$ cat config.mk
export PLATFORM = sky130hd
export DESIGN_NAME = signed_radix_formatter
export DESIGN_NICKNAME = d
export VERILOG_FILES = /design/src/srf_pkg.sv /design/src/srf_front.sv /design/src/srf_queue.sv /design/src/srf_back.sv /design/src/signed_radix_formatter.sv
export SDC_FILE = /design/constraint.sdc
export NUM_CORES = 1
export LEC_CHECK = 0
export CAP_MARGIN = 15
export CORE_ASPECT_RATIO = 0.6
export CORE_MARGIN = 2
export CORE_UTILIZATION = 50
export CTS_CLUSTER_DIAMETER = 80
export DETAILED_ROUTE_END_ITERATION = 8
export DONT_BUFFER_PORTS = 1
export GPL_ROUTABILITY_DRIVEN = 0
export HOLD_SLACK_MARGIN = 0.08
export SYNTH_ARGS = -nofsm -noshare
export SYNTH_HDL_FRONTEND = slang
export SYNTH_SLANG_ARGS = --single-unit
export TNS_END_PERCENT = 1
$ cat constraint.sdc
create_clock -name clk -period 27.6 [get_ports clk]
set_clock_uncertainty 0.05 [all_clocks]
set_input_delay 0 -clock clk [delete_from_list [all_inputs] [get_ports clk]]
set_output_delay 0 -clock clk [all_outputs]
set_load 0.01 [all_outputs]
$ cat src/srf_pkg.sv
// Shared types and constants of the signed radix formatter.
`default_nettype none

package srf_pkg;

    // Character and field widths.
    localparam int CHAR_W      = 8;
    localparam int VALUE_W     = 32;
    localparam int RADIX_W     = 5;
    localparam int NUM_SYMBOLS = 16;
    localparam int SYM_IDX_W   = 4;

    // Sign characters.
    localparam logic [CHAR_W-1:0] SIGN_MINUS = 8'h2D;
    localparam logic [CHAR_W-1:0] SIGN_PLUS  = 8'h2B;

    // Configuration register indexes (paddr[4:3]) and reset values.
    localparam int REG_IDX_W = 2;
    localparam logic [REG_IDX_W-1:0] REG_RADIX        = 2'd0;
    localparam logic [REG_IDX_W-1:0] REG_SYMBOLS_LOW  = 2'd1;
    localparam logic [REG_IDX_W-1:0] REG_SYMBOLS_HIGH = 2'd2;

    localparam logic [RADIX_W-1:0] RADIX_RESET        = 5'd16;
    localparam logic [63:0]        SYMBOLS_LOW_RESET  = 64'h3736353433323130;
    localparam logic [63:0]        SYMBOLS_HIGH_RESET = 64'h4645444342413938;

    // Divider: quotient bits retired per cycle and cycles per division.
    localparam int BITS_PER_CYCLE = 8;
    localparam int DIV_CYCLES     = VALUE_W / BITS_PER_CYCLE;
    localparam int DIV_CNT_W      = $clog2(DIV_CYCLES);

    // Digit stack: radix two gives the longest text.
    localparam int MAX_DIGITS = VALUE_W;
    localparam int DEPTH_W    = $clog2(MAX_DIGITS + 1);

    // Queue between front and back.
    localparam int QUEUE_DEPTH = 2;
    localparam int QPTR_W      = $clog2(QUEUE_DEPTH);
    localparam int QCNT_W      = $clog2(QUEUE_DEPTH + 1);

    typedef logic [NUM_SYMBOLS-1:0][CHAR_W-1:0] symbol_table_t;

    typedef struct packed {
        logic               neg;
        logic [VALUE_W-1:0] mag;
    } srf_item_t;

    typedef struct packed {
        logic full;
        logic empty;
    } q_stat_t;

    typedef enum logic [1:0] {
        ST_IDLE,
        ST_DIVIDE,
        ST_SIGN,
        ST_EMIT
    } back_state_t;

endpackage

`default_nettype wire

$ cat src/srf_front.sv
// Front part: accepts numbers, checks the alphabet and queues sign and magnitude.
`default_nettype none

module srf_front
    import srf_pkg::*;
#(
    parameter int MAX_RADIX = 16
)
(
    input  wire logic                       start,
    input  wire logic signed [VALUE_W-1:0]  value,
    input  wire logic [RADIX_W-1:0]         radix,
    input  wire symbol_table_t              symbols,
    input  wire q_stat_t                    q_stat,
    output logic                            busy,
    output logic                            push,
    output srf_item_t                       item
);

    logic               alphabet_ok;
    logic               bad;
    logic [VALUE_W-1:0] value_u;

    // A symbol in use may not be a sign, and no two symbols in use may match.
    always_comb
    begin
        bad = (radix < 5'd2) || (radix > RADIX_W'(MAX_RADIX));
        for (int i = 0; i < NUM_SYMBOLS; i++)
        begin
            if (RADIX_W'(i) < radix)
            begin
                if ((symbols[i] == SIGN_PLUS) || (symbols[i] == SIGN_MINUS))
                begin
                    bad = 1'b1;
                end
                for (int j = i + 1; j < NUM_SYMBOLS; j++)
                begin
                    if ((RADIX_W'(j) < radix) && (symbols[j] == symbols[i]))
                    begin
                        bad = 1'b1;
                    end
                end
            end
        end
        alphabet_ok = !bad;
    end

    assign value_u  = value;
    assign item.neg = value_u[VALUE_W-1];
    assign item.mag = value_u[VALUE_W-1] ? (~value_u + 32'd1) : value_u;

    assign busy = q_stat.full;
    assign push = start && !q_stat.full && alphabet_ok;

endmodule

`default_nettype wire

$ cat src/srf_queue.sv
// Short queue of classified numbers between front and back.
`default_nettype none

module srf_queue
    import srf_pkg::*;
(
    input  wire logic      clk,
    input  wire logic      rst_n,
    input  wire logic      push,
    input  wire srf_item_t item,
    input  wire logic      pop,
    output srf_item_t      head,
    output q_stat_t        q_stat
);

    srf_item_t         entries_reg [QUEUE_DEPTH];
    logic [QPTR_W-1:0] wr_ptr_reg;
    logic [QPTR_W-1:0] wr_ptr_next;
    logic [QPTR_W-1:0] rd_ptr_reg;
    logic [QPTR_W-1:0] rd_ptr_next;
    logic [QCNT_W-1:0] count_reg;
    logic [QCNT_W-1:0] count_next;

    always_comb
    begin
        wr_ptr_next = wr_ptr_reg;
        rd_ptr_next = rd_ptr_reg;
        if (push)
        begin
            wr_ptr_next = (wr_ptr_reg == QPTR_W'(QUEUE_DEPTH - 1)) ? '0 : wr_ptr_reg + 1'b1;
        end
        if (pop)
        begin
            rd_ptr_next = (rd_ptr_reg == QPTR_W'(QUEUE_DEPTH - 1)) ? '0 : rd_ptr_reg + 1'b1;
        end
        count_next = count_reg + QCNT_W'(push) - QCNT_W'(pop);
    end

    always_ff @(posedge clk or negedge rst_n)
    begin
        if (!rst_n)
        begin
            wr_ptr_reg <= '0;
            rd_ptr_reg <= '0;
            count_reg  <= '0;
        end
        else
        begin
            wr_ptr_reg <= wr_ptr_next;
            rd_ptr_reg <= rd_ptr_next;
            count_reg  <= count_next;
        end
    end

    always_ff @(posedge clk)
    begin
        if (push)
        begin
            entries_reg[wr_ptr_reg] <= item;
        end
    end

    assign head         = entries_reg[rd_ptr_reg];
    assign q_stat.full  = (count_reg == QCNT_W'(QUEUE_DEPTH));
    assign q_stat.empty = (count_reg == '0);

endmodule

`default_nettype wire

$ cat src/srf_back.sv
// Back part: divides out the digits, stacks them and sends the characters.
`default_nettype none

module srf_back
    import srf_pkg::*;
#(
    parameter int MAX_RADIX = 16
)
(
    input  wire logic               clk,
    input  wire logic               rst_n,
    input  wire logic [RADIX_W-1:0] radix,
    input  wire symbol_table_t      symbols,
    input  wire q_stat_t            q_stat,
    input  wire srf_item_t          head,
    output logic                    pop,
    output logic [CHAR_W-1:0]       character,
    output logic                    last,
    output logic                    strobe
);

    localparam int DIGIT_W = (MAX_RADIX > 2) ? $clog2(MAX_RADIX) : 1;

    back_state_t          state_reg;
    back_state_t          state_next;
    logic [DIV_CNT_W-1:0] cnt_reg;
    logic [DIV_CNT_W-1:0] cnt_next;
    logic [DEPTH_W-1:0]   depth_reg;
    logic [DEPTH_W-1:0]   depth_next;
    logic [VALUE_W-1:0]   dividend_reg;
    logic [VALUE_W-1:0]   dividend_next;
    logic [DIGIT_W-1:0]   rem_reg;
    logic [DIGIT_W-1:0]   rem_next;
    logic                 neg_reg;
    logic                 neg_next;
    logic [DIGIT_W-1:0]   stack_reg  [MAX_DIGITS];
    logic [DIGIT_W-1:0]   stack_next [MAX_DIGITS];
    logic [CHAR_W-1:0]    character_reg;
    logic [CHAR_W-1:0]    character_next;
    logic                 last_reg;
    logic                 last_next;
    logic                 strobe_reg;
    logic                 strobe_next;

    // Divider step: eight restoring steps, quotient bits shift in at the bottom.
    logic [VALUE_W-1:0]   dvd_step;
    logic [DIGIT_W-1:0]   rem_step;
    logic [DIGIT_W:0]     trial;
    logic                 div_done;
    logic                 quo_zero;

    always_comb
    begin
        dvd_step = dividend_reg;
        rem_step = rem_reg;
        trial    = '0;
        for (int k = 0; k < BITS_PER_CYCLE; k++)
        begin
            trial    = {rem_step, dvd_step[VALUE_W-1]};
            dvd_step = {dvd_step[VALUE_W-2:0], 1'b0};
            if (RADIX_W'(trial) >= radix)
            begin
                rem_step    = DIGIT_W'(RADIX_W'(trial) - radix);
                dvd_step[0] = 1'b1;
            end
            else
            begin
                rem_step = trial[DIGIT_W-1:0];
            end
        end
        div_done = (cnt_reg == DIV_CNT_W'(DIV_CYCLES - 1));
        quo_zero = (dvd_step == '0);
    end

    always_comb
    begin
        state_next = state_reg;
        case (state_reg)
            ST_IDLE:
            begin
                if (!q_stat.empty)
                begin
                    state_next = ST_DIVIDE;
                end
            end
            ST_DIVIDE:
            begin
                if (div_done && quo_zero)
                begin
                    state_next = neg_reg ? ST_SIGN : ST_EMIT;
                end
            end
            ST_SIGN:
            begin
                state_next = ST_EMIT;
            end
            ST_EMIT:
            begin
                if (depth_reg == DEPTH_W'(1))
                begin
                    state_next = ST_IDLE;
                end
            end
            default:
            begin
                state_next = ST_IDLE;
            end
        endcase
    end

    always_comb
    begin
        pop            = 1'b0;
        cnt_next       = cnt_reg;
        depth_next     = depth_reg;
        dividend_next  = dividend_reg;
        rem_next       = rem_reg;
        neg_next       = neg_reg;
        stack_next     = stack_reg;
        character_next = character_reg;
        last_next      = last_reg;
        strobe_next    = 1'b0;
        case (state_reg)
            ST_IDLE:
            begin
                if (!q_stat.empty)
                begin
                    pop           = 1'b1;
                    dividend_next = head.mag;
                    neg_next      = head.neg;
                    rem_next      = '0;
                    cnt_next      = '0;
                    depth_next    = '0;
                end
            end
            ST_DIVIDE:
            begin
                dividend_next = dvd_step;
                rem_next      = rem_step;
                cnt_next      = cnt_reg + 1'b1;
                if (div_done)
                begin
                    rem_next     = '0;
                    depth_next   = depth_reg + 1'b1;
                    stack_next[0] = rem_step;
                    for (int i = 1; i < MAX_DIGITS; i++)
                    begin
                        stack_next[i] = stack_reg[i-1];
                    end
                end
            end
            ST_SIGN:
            begin
                character_next = SIGN_MINUS;
                last_next      = 1'b0;
                strobe_next    = 1'b1;
            end
            ST_EMIT:
            begin
                character_next = symbols[SYM_IDX_W'(stack_reg[0])];
                last_next      = (depth_reg == DEPTH_W'(1));
                strobe_next    = 1'b1;
                depth_next     = depth_reg - 1'b1;
                for (int i = 0; i < MAX_DIGITS - 1; i++)
                begin
                    stack_next[i] = stack_reg[i+1];
                end
            end
            default:
            begin
                strobe_next = 1'b0;
            end
        endcase
    end

    always_ff @(posedge clk or negedge rst_n)
    begin
        if (!rst_n)
        begin
            state_reg  <= ST_IDLE;
            cnt_reg    <= '0;
            depth_reg  <= '0;
            strobe_reg <= 1'b0;
        end
        else
        begin
            state_reg  <= state_next;
            cnt_reg    <= cnt_next;
            depth_reg  <= depth_next;
            strobe_reg <= strobe_next;
        end
    end

    always_ff @(posedge clk)
    begin
        dividend_reg  <= dividend_next;
        rem_reg       <= rem_next;
        neg_reg       <= neg_next;
        stack_reg     <= stack_next;
        character_reg <= character_next;
        last_reg      <= last_next;
    end

    assign character = character_reg;
    assign last      = last_reg;
    assign strobe    = strobe_reg;

endmodule

`default_nettype wire

$ cat src/signed_radix_formatter.sv
// Top level of the signed radix formatter: register port, front, queue and back.
`default_nettype none

// The block turns a signed 32-bit number into its text in a radix of 2 to
// MAX_RADIX, drawn from a 16-symbol alphabet held in configuration registers.
// A number is accepted at a clock edge where start is high and busy is low; a
// two-entry queue stands between the accepting front and the converting back,
// so busy rises only when two numbers wait behind the one in conversion. Each
// character of the text appears on character for exactly one cycle with strobe
// high, most significant digit first, a minus sign before the digits of a
// negative number, and last high on the final character. The receiver cannot
// stall these transfers, so it must take every character in the cycle it is
// shown. If the alphabet is invalid (radix below two or above MAX_RADIX, a
// sign character among the symbols in use, or two equal symbols in use), the
// number is not queued and yields no characters. The back takes a number from
// the queue, divides out all its digits in the restoring divider, which
// retires eight quotient bits each cycle, and then sends the characters; it
// takes no further number from the queue until the final character is sent.
// Registers are written through the APB-style port at byte addresses 0
// (radix), 8 (symbols 0 to 7) and 16 (symbols 8 to 15); they must be written
// only while no conversion is in progress.
module signed_radix_formatter
    import srf_pkg::*;
#(
    parameter int MAX_RADIX = 16
)
(
    input  wire logic                      clk,
    input  wire logic                      rst_n,
    input  wire logic                      start,
    input  wire logic signed [VALUE_W-1:0] value,
    output logic                           busy,
    output logic [CHAR_W-1:0]              character,
    output logic                           last,
    output logic                           strobe,
    input  wire logic                      psel,
    input  wire logic                      penable,
    input  wire logic                      pwrite,
    input  wire logic [4:0]                paddr,
    input  wire logic [63:0]               pwdata,
    output logic [63:0]                    prdata,
    output logic                           pready
);

    logic [RADIX_W-1:0]   radix_reg;
    logic [RADIX_W-1:0]   radix_next;
    logic [63:0]          symbols_low_reg;
    logic [63:0]          symbols_low_next;
    logic [63:0]          symbols_high_reg;
    logic [63:0]          symbols_high_next;
    logic                 cfg_write;
    logic [REG_IDX_W-1:0] reg_idx;
    symbol_table_t        symbols;

    q_stat_t              q_stat;
    logic                 push;
    logic                 pop;
    srf_item_t            item;
    srf_item_t            head;

    // Registers sit on 8-byte boundaries; the low address bits are not decoded.
    assign pready    = 1'b1;
    assign reg_idx   = paddr[4:3];
    assign cfg_write = psel && penable && pwrite && pready;

    always_comb
    begin
        radix_next        = radix_reg;
        symbols_low_next  = symbols_low_reg;
        symbols_high_next = symbols_high_reg;
        if (cfg_write)
        begin
            case (reg_idx)
                REG_RADIX:        radix_next        = pwdata[RADIX_W-1:0];
                REG_SYMBOLS_LOW:  symbols_low_next  = pwdata;
                REG_SYMBOLS_HIGH: symbols_high_next = pwdata;
                default:          radix_next        = radix_reg;
            endcase
        end
    end

    always_comb
    begin
        case (reg_idx)
            REG_RADIX:        prdata = {59'd0, radix_reg};
            REG_SYMBOLS_LOW:  prdata = symbols_low_reg;
            REG_SYMBOLS_HIGH: prdata = symbols_high_reg;
            default:          prdata = 64'd0;
        endcase
    end

    always_ff @(posedge clk or negedge rst_n)
    begin
        if (!rst_n)
        begin
            radix_reg        <= RADIX_RESET;
            symbols_low_reg  <= SYMBOLS_LOW_RESET;
            symbols_high_reg <= SYMBOLS_HIGH_RESET;
        end
        else
        begin
            radix_reg        <= radix_next;
            symbols_low_reg  <= symbols_low_next;
            symbols_high_reg <= symbols_high_next;
        end
    end

    // Symbol 0 is the low byte of the low register.
    assign symbols = {symbols_high_reg, symbols_low_reg};

    srf_front #(
        .MAX_RADIX (MAX_RADIX)
    ) u_front (
        .start   (start),
        .value   (value),
        .radix   (radix_reg),
        .symbols (symbols),
        .q_stat  (q_stat),
        .busy    (busy),
        .push    (push),
        .item    (item)
    );

    srf_queue u_queue (
        .clk    (clk),
        .rst_n  (rst_n),
        .push   (push),
        .item   (item),
        .pop    (pop),
        .head   (head),
        .q_stat (q_stat)
    );

    srf_back #(
        .MAX_RADIX (MAX_RADIX)
    ) u_back (
        .clk       (clk),
        .rst_n     (rst_n),
        .radix     (radix_reg),
        .symbols   (symbols),
        .q_stat    (q_stat),
        .head      (head),
        .pop       (pop),
        .character (character),
        .last      (last),
        .strobe    (strobe)
    );

    // After the final character the back returns to idle, so no character
    // can follow in the next cycle.
    a_gap_after_last: assert property (@(posedge clk) disable iff (!rst_n)
        strobe && last |=> !strobe)
        else $error("character transfer right after the final character");

    // The queue fills only through an accepted number.
    a_busy_rise: assert property (@(posedge clk) disable iff (!rst_n)
        $rose(busy) |-> $past(start) && $past(push))
        else $error("busy rose without an accepted number");

    // The queue frees a slot only when the back takes a number.
    a_busy_fall: assert property (@(posedge clk) disable iff (!rst_n)
        $fell(busy) |-> $past(pop))
        else $error("busy fell without the back taking a number");

endmodule

`default_nettype wire
# After elaboration in Yosys (flattened, before gate mapping)
# Memory sizes are Yosys's and may differ from the RTL's.
# Index checks and enable logic that the tools add are counted.
dict set report totals {
  wordCells 617
  output_inout_bits 76
  input_bits 107
  ff_bits 322
  ram_bits 66
  n_memories 1
}
# name depth word_bits read_ports rd_ports_with_merged_regs write_ports line
set memory_table {}
lappend memory_table {u_queue.entries_reg 2 33 1 0 1 srf_queue.sv:16} ;# srf_item_t entries_reg [QUEUE_DEPTH];
dict set report classes {
  eq_ne 164
  reduce_logical 162
  n_addsub 16
  order_cmp 27
  mux 198
  n_bitwise 2
}
# op count
set op_table {}
lappend op_table {{8-bit == test} 120}
lappend op_table {{8-bit by 6-bit == test with 1-bit output (second input constant)} 32}
lappend op_table {{124-bit one-hot mux with 2 select lines} 1}
lappend op_table {{64-bit one-hot mux with 3 select lines} 1}
lappend op_table {{1-bit 2-to-1 mux} 168}
lappend op_table {{128-bit 2-to-1 mux} 1}
lappend op_table {{1-bit logical AND} 125}
lappend op_table {{32-bit 2-to-1 mux} 2}
lappend op_table {{32-bit one-hot mux with 2 select lines} 1}
lappend op_table {{5-bit >= comparator} 8}
lappend op_table {{4-bit by 5-bit less-than comparator with 1-bit output (first input constant)} 8}
lappend op_table {{4-bit 2-to-1 mux} 10}
lappend op_table {{32-bit by 1-bit adder with 32-bit output (second input constant)} 1}
lappend op_table {{8-bit binary-select mux with 4-bit select} 1}
lappend op_table {{32-bit logical NOT} 1}
lappend op_table {{32-bit NOT} 1}
lappend op_table {{4-bit subtractor} 8}
lappend op_table {{3-bit by 5-bit less-than comparator with 1-bit output (first input constant)} 4}
lappend op_table {{6-bit one-hot mux with 3 select lines} 1}
lappend op_table {{1-bit logical OR} 17}
lappend op_table {{8-bit one-hot mux with 2 select lines} 1}
lappend op_table {{2-bit AND reduction} 7}
lappend op_table {{6-bit 2-to-1 mux} 2}
lappend op_table {{2-bit == test (second input constant)} 5}
lappend op_table {{other kinds (28)} 43}

# Logic depth before layout (Yosys ltp)
dict set report logic_depth {
  word_depth 158
  depth_mapped 69
  ltp_nobuf 65
}

# Hierarchy
# From an unflattened synthesis, not the netlist that was laid out.
dict set report hier_totals {
  hier_cells 3047
  hier_area_um2 32586.3
}
# mod n_inst area_per_inst_um2 cells_per_inst seq_area_each_um2
set by_module_without_submodules {}
lappend by_module_without_submodules {srf_front 1 13491.7 1801 0.0}
lappend by_module_without_submodules {srf_back 1 10348.7 750 5500.3}
lappend by_module_without_submodules {signed_radix_formatter 1 6015.8 378 3392.0}
lappend by_module_without_submodules {srf_queue 1 2730.1 118 2082.0}

# Least setup slack after synthesis
# Ideal clock, no wire load.
dict set report synth_timing {
  kind {register to register}
  startpoint {register radix_reg[1]}
  endpoint {register u_back.state_reg[1]}
  arrival_time_ns 12.682
  setup_ns 0.125
  slack_ns 14.743
  t_required_ns 27.425
  period_less_slack_ns 12.857
  stages_incl_launch_ff 68
  n_path_buf 4
  cell_sequence {dfrtp_1 > clkbuf_1 > inv_1 > ha_1 > nor2b_1 > o21ai_0 > nand3b_1 > a21o_1 > a21o_1 > clkbuf_1 > mux2i_1 > ha_1 > a21o_1 > a21o_1 > a21o_1 > a21o_1 > mux2_2 > inv_1 > (+32 left out) > ha_1 > nor2b_1 > o21ai_0 > nand3b_1 > a21o_1 > a21o_1 > o21ai_0 > inv_1 > ha_1 > a21o_1 > a21o_1 > a21o_1 > a21o_1 > clkbuf_1 > nor3_1 > a31oi_1 > nor2_1 > mux2_2}
}
dict set report synth_between {
  elab_chain_len 20
  elab_cells_between_ends 34
  classes_between {7 x add/sub; 8 x order compare; 1 x eq/ne; 15 x mux; 3 x reduce/logical}
}
# element line
set synth_rtl {}
lappend synth_rtl {{from (decl)} signed_radix_formatter.sv:45} ;# logic [RADIX_W-1:0] radix_reg;
lappend synth_rtl {{from (signal assigned)} signed_radix_formatter.sv:102} ;# radix_reg <= radix_next;
lappend synth_rtl {{4-bit subtractor / 5-bit >= comparator (equally long branches)} {srf_back.sv:63, srf_back.sv:61}}
lappend synth_rtl {{4-bit 2-to-1 mux} srf_back.sv:61} ;# if (RADIX_W'(trial) >= radix)
lappend synth_rtl {{4-bit subtractor / 5-bit >= comparator (equally long branches)} {srf_back.sv:63, srf_back.sv:61}}
lappend synth_rtl {{4-bit 2-to-1 mux} srf_back.sv:61}
lappend synth_rtl {{4-bit subtractor / 5-bit >= comparator (equally long branches)} {srf_back.sv:63, srf_back.sv:61}}
lappend synth_rtl {{4-bit 2-to-1 mux} srf_back.sv:61}
lappend synth_rtl {{5-bit >= comparator / 4-bit subtractor (equally long branches)} {srf_back.sv:61, srf_back.sv:63}}
lappend synth_rtl {{4-bit 2-to-1 mux} srf_back.sv:61}
lappend synth_rtl {{(+4 left out)} -}
lappend synth_rtl {{4-bit subtractor / 5-bit >= comparator (equally long branches)} {srf_back.sv:63, srf_back.sv:61}}
lappend synth_rtl {{4-bit 2-to-1 mux} srf_back.sv:61}
lappend synth_rtl {{5-bit >= comparator} srf_back.sv:61}
lappend synth_rtl {{1-bit 2-to-1 mux} srf_back.sv:61}
lappend synth_rtl {{32-bit logical NOT (*)} srf_back.sv:72} ;# quo_zero = (dvd_step == '0);
lappend synth_rtl {{1-bit logical AND (*)} srf_back.sv:88} ;# if (div_done && quo_zero)
lappend synth_rtl {{2-bit by 1-bit != test with 1-bit output (no source line) (*)} -}
lappend synth_rtl {{3-bit AND reduction (no source line) (*)} -}
lappend synth_rtl {{to (signal assigned)} srf_back.sv:187} ;# state_reg <= state_next;
lappend synth_rtl {{to (decl)} srf_back.sv:24} ;# back_state_t state_reg;
# Mark *: on every way between the ends. The rest lies on a longest branch, timed or not.
# A chain may end at the register's enable or synchronous reset.

# Worst setup path in the final report
dict set report layout_timing {
  startpoint {register radix_reg[2]}
  endpoint {register u_back.state_reg[1]}
}
dict set report layout_between {
  elab_chain_len 20
  elab_cells_between_ends 34
  classes_between {7 x add/sub; 8 x order compare; 1 x eq/ne; 15 x mux; 3 x reduce/logical}
}
# element line
set layout_rtl {}
lappend layout_rtl {{4-bit subtractor / 5-bit >= comparator (equally long branches)} {srf_back.sv:63, srf_back.sv:61}}
lappend layout_rtl {{4-bit 2-to-1 mux} srf_back.sv:61}
lappend layout_rtl {{4-bit subtractor / 5-bit >= comparator (equally long branches)} {srf_back.sv:63, srf_back.sv:61}}
lappend layout_rtl {{4-bit 2-to-1 mux} srf_back.sv:61}
lappend layout_rtl {{5-bit >= comparator / 4-bit subtractor (equally long branches)} {srf_back.sv:61, srf_back.sv:63}}
lappend layout_rtl {{4-bit 2-to-1 mux} srf_back.sv:61}
lappend layout_rtl {{4-bit subtractor / 5-bit >= comparator (equally long branches)} {srf_back.sv:63, srf_back.sv:61}}
lappend layout_rtl {{4-bit 2-to-1 mux} srf_back.sv:61}
lappend layout_rtl {{(+4 left out)} -}
lappend layout_rtl {{5-bit >= comparator / 4-bit subtractor (equally long branches)} {srf_back.sv:61, srf_back.sv:63}}
lappend layout_rtl {{4-bit 2-to-1 mux} srf_back.sv:61}
lappend layout_rtl {{5-bit >= comparator} srf_back.sv:61}
lappend layout_rtl {{1-bit 2-to-1 mux} srf_back.sv:61}
lappend layout_rtl {{32-bit logical NOT (*)} srf_back.sv:72}
lappend layout_rtl {{1-bit logical AND (*)} srf_back.sv:88}
lappend layout_rtl {{2-bit by 1-bit != test with 1-bit output (no source line) (*)} -}
lappend layout_rtl {{3-bit AND reduction (no source line) (*)} -}
# Marked as above.

==> results.ini <==
[critical_path]
startpoint_type=register
cp_slowest_cell=dfrtp_1
arrival_ps=14420
worst-path-buf-inv=7
endpoint_kind=register
cp_common_cell=a21o_1
cpPeakStageDelay_ps=640
cp.required_ps=28010
critPathMaxFanout=14
path_delay_family=compound AO/OA/AOI/OAI gates
critical_path_class=reg -> reg

[synthesis]
async_flop_share=0.3814
syn_area_mm2=0.03148
synth_area_leaders=edfxtp_1, xnor2_1, xor2_1
post_synth.cell_area_avg_um2=10.21
ys_ff_latch=388
yosysTopAreaCell=edfxtp_1
synthFlopType=edfxtp_1
synth_cell_types=60
synth_edf_count=240
yosysSeqAreaShare=0.3486
syn_inst=3083
synth_top_cell_area_share=0.2289
syn_nets=3250
yosys_warnings=0

[cells_and_area]
design_area_mm2=0.03583
finish.utilization=0.5737
nFillCells=5193
seqCellArea_mm2=0.01098
drive_above_1_share=0.1398
fin_nets=3283
multi_input_area_mm2=0.01906
largest_register_ffs=128
syn_to_final_growth_pct=13.81

[detailed_routing]
routed_wl_um=120500
vias=26990
ant_nets=0
post_drt_wl_per_cell_um=30.20
vias_per_cell=6.761
remaining_drc_errors=0
first_pass_iters=8
drtIter0Drc=3900

[global_routing]
grt_overflow=0
antenna_found_initial=3
grt_pass1_vias=26010
grt_pass1_wl_um=174500
grt_max_degree=132
grt_use_total=0.3621

[timing]
timing.hold.ws_ps=83.42
min_period_ps=14010
slew_viol_final=0
worst_pin_slew_ps=1324
finalSetupViolations=0
hold_viol_final=0
max_slew_margin=0.1093
finalCritPeriodShare=0.5075
timing.fmax_mhz=71.39
rsz0062_at_grt=false
setup_tns_ps=0

[hold_path]
hold_class=in -> reg

[floorplan]
fp.dieH_um=198.4
start_util=0.5041
rows=71
core-area_mm2=0.06245
ios=183
die_w_um=327.9
dieArea_mm2=0.06505

[placement]
hpwl_um=75550
dpl_cell_area_mm2=0.03213
port_buffers=0

[job]
drv_cap=0

[cts]
clkTransAtPathRegs_ps=60
cts_setup_buffers=0
cts-buffers-inserted=40
cts_buffer_depth=3
root_buffer=clkbuf_16
cts.sinks=388
cts_tree=yes
clk_latency_ps=600
cts_max_level=2

[outcome]
outcome=finished, final reports clean

==> cell usage after synthesis, drive strengths merged (7+ instances only) <==
| cell | instances |
|---|---|
| xnor2 | 553 |
| xor2 | 464 |
| edfxtp | 240 |
| clkbuf | 225 |
| a22o | 178 |
| mux2 | 149 |
| nand4 | 141 |
| nor4 | 136 |
| buf | 132 |
| dfrtp | 97 |
| nand2 | 85 |
| o21ai | 85 |
| nor3 | 72 |
| ha | 52 |
| nand3 | 52 |
| dfstp | 51 |
| mux2i | 43 |
| inv | 40 |
| mux4 | 40 |
| a21o | 30 |
| a31oi | 26 |
| a21oi | 25 |
| nor2 | 24 |
| nor2b | 16 |
| or3 | 16 |
| o31ai | 14 |
| nand2b | 12 |
| nand4b | 9 |
| fa | 8 |
| and2 | 7 |
| nor4b | 7 |
| o41ai | 7 |
| or2 | 7 |
==> metal layers <==
metal | track usage | vias to the layer above | routed length [µm]
met5 | 0.006747 | - | 76
met4 | 0.1395 | 6 | 5156
met3 | 0.1739 | 469 | 19730
met2 | 0.4802 | 2118 | 46140
met1 | 0.5000 | 13360 | 49440
li1 | - | 11040 | -
==> worst reg2reg max path, delay by kind of cell, from the launching register on <==
family | cells | cell delay, ps
AOI/OAI and AO/OA | 30 | 6410
DFF | 1 | 640
and+or+nand+nor | 11 | 1490
muxes | 6 | 2130
buffers and inverters | 7 | 890
adders and majority gates | 8 | 2320
==> area by class of cell <==
| cell class | count | area share |
|---|---|---|
| Clock inverter | 13 | 0.005063 |
| Clock buffer | 61 | 0.03220 |
| Inverter | 41 | 0.004295 |
| Timing Repair Buffer | 348 | 0.09051 |
| Tap cell | 839 | 0.02930 |
| Antenna cell | 5 | 0.0003492 |
| Sequential cell | 388 | 0.3063 |
| Multi-Input combinational cell | 2297 | 0.5320 |
==> through the flow <==
stage	setup WS, ps	std cells
detailed placement	13840	3683
CTS	13760	3986
finish	13590	3992
floorplan	14740	3083
global placement	14190	3683
global route	12690	3987
==> layout by cell type (no fill, tap or decap), types with 43 or more instances in the layout <==
cell type      netlist  layout
xnor2_1            553     553
xor2_1             464     464
edfxtp_1           240     240
dlygate4sd3_1        0     226
a22o_1             178     178
mux2_2             149     149
nand4_1            141     141
nor4_1             136     135
buf_4                1     118
dfrtp_1             97      96
nand2_1             85      85
o21ai_0             81      81
nor3_1              72      72
nand3_1             52      52
dfstp_2             51      51
ha_1                52      50
mux2i_1             43      43
==> timing repair <==
item	in CTS	in global routing
endpoints found under the hold margin	347	0
gates resized for setup	0	0
hold buffers	229	0
==> kinds of logic after synthesis <==
group	synth area share
compound gates	0.09109
other cells	0.0001191
flops	0.3486
mux	0.09558
fa+ha+maj	0.02575
buf+inv	0.04789
simple gates	0.1080
xor+xnor	0.2829
==> path summary, 6_finish.rpt <==
path,start,to,slack (ps),depth (start not counted)
max,radix_reg[2],u_back.state_reg[1],13590,62
max in group asynchronous,rst_n,symbols_high_reg[6],26380,4
min in group asynchronous,rst_n,symbols_high_reg[35],550,3
max reg2reg,radix_reg[2],u_back.state_reg[1],13590,62
min,paddr[4],symbols_low_reg[3],80,3
min reg2reg,u_back.stack_reg[7],u_back.stack_reg[3],420,0
Power is not shown: default switching activity piles up to over one toggle a cycle in this logic, so the estimate is an artifact.
